<file path="config.mk">
export PLATFORM = sky130hd
export DESIGN_NAME = ifla_ram
export DESIGN_NICKNAME = d
export VERILOG_FILES = /design/src/ifla_ram.sv
export SDC_FILE = /design/constraint.sdc
export NUM_CORES = 1
export LEC_CHECK = 0
export BUFFER_PORTS_ARGS = -buffer_cell sky130_fd_sc_hd__buf_2
export CORE_MARGIN = 10
export CORE_UTILIZATION = 60
export CTS_CLUSTER_DIAMETER = 50
export DETAILED_ROUTE_END_ITERATION = 12
export PLACE_DENSITY = 0.8
export SKIP_LAST_GASP = 1
export SYNTH_ARGS = -nofsm -noshare
export SYNTH_HDL_FRONTEND = slang
export SYNTH_SLANG_ARGS = --single-unit
</file>
<file path="constraint.sdc">
create_clock -name clk_i -period 1.9 [get_ports clk_i]
set_input_delay 0.19 -clock clk_i [delete_from_list [all_inputs] [get_ports clk_i]]
set_output_delay 0.19 -clock clk_i [all_outputs]
set_load 0.01 [all_outputs]
</file>
<file path="src/ifla_ram.sv">
`timescale 1ns / 1ps
// ----------------------------------------------------------------------------
// Generic simple dual-port RAM
// One write port and one read port with registered read data.
// ----------------------------------------------------------------------------
module ifla_ram #(
  parameter int unsigned Width = 8,
  parameter int unsigned Depth = 16
) (
  input  logic                     clk_i,
  input  logic                     we_i,
  input  logic [$clog2(Depth)-1:0] waddr_i,
  input  logic [Width-1:0]         wdata_i,
  input  logic                     re_i,
  input  logic [$clog2(Depth)-1:0] raddr_i,
  output logic [Width-1:0]         rdata_o
);

  logic [Width-1:0] mem_q [Depth];
  logic [Width-1:0] rdata_q;

  always_ff @(posedge clk_i) begin
    if (we_i) begin
      mem_q[waddr_i] <= wdata_i;
    end
    if (re_i) begin
      rdata_q <= mem_q[raddr_i];
    end
  end

  assign rdata_o = rdata_q;

endmodule

</file>
==> flow_summary.rst <==
.. list-table::
   :header-rows: 1

   * - Metric
     - Value
   * - Root Buffer Master
     - sky130_fd_sc_hd__clkbuf_8
   * - Maximum number of buffers from clock root to sink
     - 2
   * - Endpoint required time on the critical path
     - 2.15 ns
   * - Count of standard-cell rows
     - 33
   * - Cell area after synthesis
     - 0.00523 mm²
   * - Skew-Pair Late Insertion Delay
     - 0.51 ns
   * - Starting density of the core
     - 0.627
   * - Count of yosys warnings during synthesis
     - 0
   * - Per-cell via count in the routed design
     - 6.16
   * - Final sum of negative setup slack
     - 0 ns
   * - Routability cong.
     - 0.757
   * - Setup repair after global routing missed its margin
     - no
   * - Type of the most critical hold path
     - in2reg
   * - Number of optimization iterations in the first detailed-route pass
     - 4
   * - Final worst path period share
     - 0.802
   * - Commonest non-fill, non-tap cell in the layout
     - sky130_fd_sc_hd__edfxtp_1
   * - Residual antenna-violating net count after detailed routing
     - 0
   * - Number of setup buffers added after CTS
     - 0
   * - Most frequent cells in the layout
     - sky130_fd_sc_hd__edfxtp_1, sky130_fd_sc_hd__buf_2, sky130_fd_sc_hd__buf_4, sky130_fd_sc_hd__mux4_2
   * - Distinct cell type count after synthesis
     - 18
   * - Share of total power consumed by net switching
     - 0.210
   * - Routed met3 length
     - 991 µm
   * - Clock Power Share
     - 0.423
   * - Launching point of the worst reg2reg path
     - mem_q[9][4]
   * - Initial antenna violation count
     - 0
   * - Net load switching power
     - 1.35 mW
   * - Clock tree from TritonCTS
     - built
   * - Routed wirelength normalized by instance count
     - 24.9 µm
   * - Final Routed Wirelength
     - 10100 µm
   * - Post-CTS Resized
     - 0
   * - H-Tree Level Count
     - 4
   * - Proportion of synthesized chip area in sequential cells
     - 0.781
   * - Final worst hold slack
     - 0.0551 ns
   * - Width of the die
     - 113 µm
   * - # diodes
     - 0
   * - Final global-route overflow total
     - 0
   * - Post-Syn Nets
     - 248
   * - Worst vdd rail ir drop
     - 898 µV
   * - Largest driver fanout on the critical path
     - 1
   * - Sink Count
     - 136
   * - Sum of routed wire segments on met1
     - 3860 µm
   * - Placed wire-length estimate after detailed placement
     - 6500 µm
   * - Remaining DRCs
     - 0
   * - Final Setup Violations
     - 0
   * - First-pass GRT wire length
     - 15300 µm
   * - Gate power share
     - 0.049
   * - Num ports
     - 27
   * - Number of synthesized register bits
     - 136
   * - Critical setup path kind
     - reg2reg
   * - Endpoint of the most critical register-to-register path
     - rdata_o[4]
   * - Max-Slew Margin vs Limit
     - 0.727
   * - Mean post-synth cell area
     - 22.8 µm²
   * - Number of hold buffers added after CTS
     - 0
   * - Area inside the core boundary
     - 0.00834 mm²
   * - Final count of pins violating max slew
     - 0
   * - Max-capacitance violation count
     - 0
   * - Met2 WL post-DR
     - 5130 µm
   * - Die Footprint
     - 0.0128 mm²
   * - Vias in the first global route
     - 2662
   * - Highest clock rate
     - 0.657 GHz
   * - Number of DRC violations after detailed-routing iteration 0
     - 229
   * - Share of layout cells above drive strength 1
     - 0.317
   * - Die Span Y
     - 113 µm
   * - Result of the run
     - completed
   * - Port-buffer cells
     - 26
   * - CP Data Arrival Time
     - 1.77 ns
   * - Final worst path period need
     - 1.52 ns
   * - Cells on worst reg2reg path
     - 3
   * - Critical Path Sink Type
     - flop
   * - Hold path endpoint
     - mem_q[10][1]
   * - Aggregate global-route resource usage
     - 0.164
   * - Routed via count
     - 2494
   * - Endpoints failing hold
     - 0
   * - Part of the power in registers
     - 0.528
   * - Highest routed metal layer
     - met4
   * - Leakage dissipation
     - 2.08 nW
   * - Synthesized netlist cell count
     - 229
   * - Internal Power
     - 5.10 mW
   * - Pwr dens
     - 1060 mW/mm²
   * - Area growth from synthesis to final layout
     - 16.8%
   * - Minimum setup slack among reg-to-reg paths
     - 0.38 ns
   * - Worst Max-Slew Pin Slew
     - 0.409 ns
   * - Clock transition at path regs
     - 0.06 ns
   * - Startpoint type of the worst setup path
     - flop
   * - Clock tree skew after final layout
     - 0.00376 ns
   * - Cell depth of the worst min-delay path
     - 1
   * - Clock buffer count from CTS
     - 17
   * - Fin nets
     - 306
   * - Pin count of the biggest net entering global routing
     - 24
   * - Start point of the worst hold path
     - wdata_i[1]
[metal layers]
| layer | GRT usage | vias up |
|---|---|---|
| li1 | - | 1098 |
| met1 | 0.211 | 1260 |
| met2 | 0.252 | 130 |
| met3 | 0.0534 | 6 |
| met4 | 0.0685 | 0 |
| met5 | 0 | - |
[power by group through the flow]
stage	logic, mW	clock network [mW]	registers (mW)
final	0.318	2.73	3.40
after floorplan	0.171	0	3.46
after CTS	0.321	2.77	3.40
after global routing	0.344	2.91	3.40
after detailed placement	0.320	0	3.46
after global placement	0.307	0	3.46
[cells in the mapped netlist (all sizes together)]
cell type / instances / area [µm²]
buf: 7 / 56.3
nand2b: 2 / 12.5
nand2: 9 / 33.8
nor3: 4 / 20.0
nor2b: 1 / 6.26
clkdlybuf4s25: 3 / 30.0
or3b: 1 / 8.76
a22oi: 16 / 120
edfxtp: 136 / 4080
nand3b: 2 / 15.0
and2b: 1 / 7.51
nor2: 13 / 48.8
nand3: 1 / 5.00
and2: 1 / 6.26
mux4: 32 / 773
[critical path: stages, from the launching register on]
cell and delay [ns]:
sky130_fd_sc_hd__edfxtp_1 0.35, sky130_fd_sc_hd__mux4_1 0.51, sky130_fd_sc_hd__a22oi_1 0.30, sky130_fd_sc_hd__nand2_1 0.09
[cells by family after synthesis]
family / Yosys count / share of synthesized area
buffers and inverters: 10 / 0.0165
muxes: 32 / 0.148
DFF: 136 / 0.781
AOI/OAI and AO/OA: 16 / 0.0230
and+or+nand+nor: 35 / 0.0314
[stage by stage]
| step | setup WS [ns] | utilization | power, mW | std cells | instance area (µm²) |
|---|---|---|---|---|---|
| floorplan | 0.217 | - | 3.63 | 229 | 5230 |
| detailed placement | 0.130 | 0.671 | 3.78 | 373 | 5600 |
| CTS | 0.395 | 0.732 | 6.49 | 405 | 6100 |
| global placement | 0.154 | 0.671 | 3.76 | 373 | 5600 |
| global route | 0.338 | 0.732 | 6.66 | 405 | 6100 |
| finish | 0.377 | 0.732 | 6.45 | 405 | 6100 |
[area by class of cell]
class,instances,area [µm²]
well taps,105,131
flip-flops and latches,136,4080
clock inverters,14,85.1
fillers,475,2240
clock buffers,18,418
repair buffers,49,328
multi-input cells,83,1060
[sequential cells by signal, indices dropped and copies added (netlist names)]
register / count
mem_q: 128
rdata_o: 8
[worst max-delay path by stage]
stage | from | endpoint | slack, ns | depth (start not counted)
6_report | mem_q[9][4] | rdata_o[4] | 0.38 | 3
5_1_grt | mem_q[9][4] | rdata_o[4] | 0.34 | 3
4_1_cts | mem_q[9][4] | rdata_o[4] | 0.39 | 3
3_5_place_dp | raddr_i[0] | rdata_o[4] | 0.13 | 5
3_3_place_gp | raddr_i[0] | rdata_o[2] | 0.15 | 5
2_1_floorplan | waddr_i[2] | mem_q[0][0] | 0.22 | 2
Note: power is estimated with default switching activity, not from simulation.
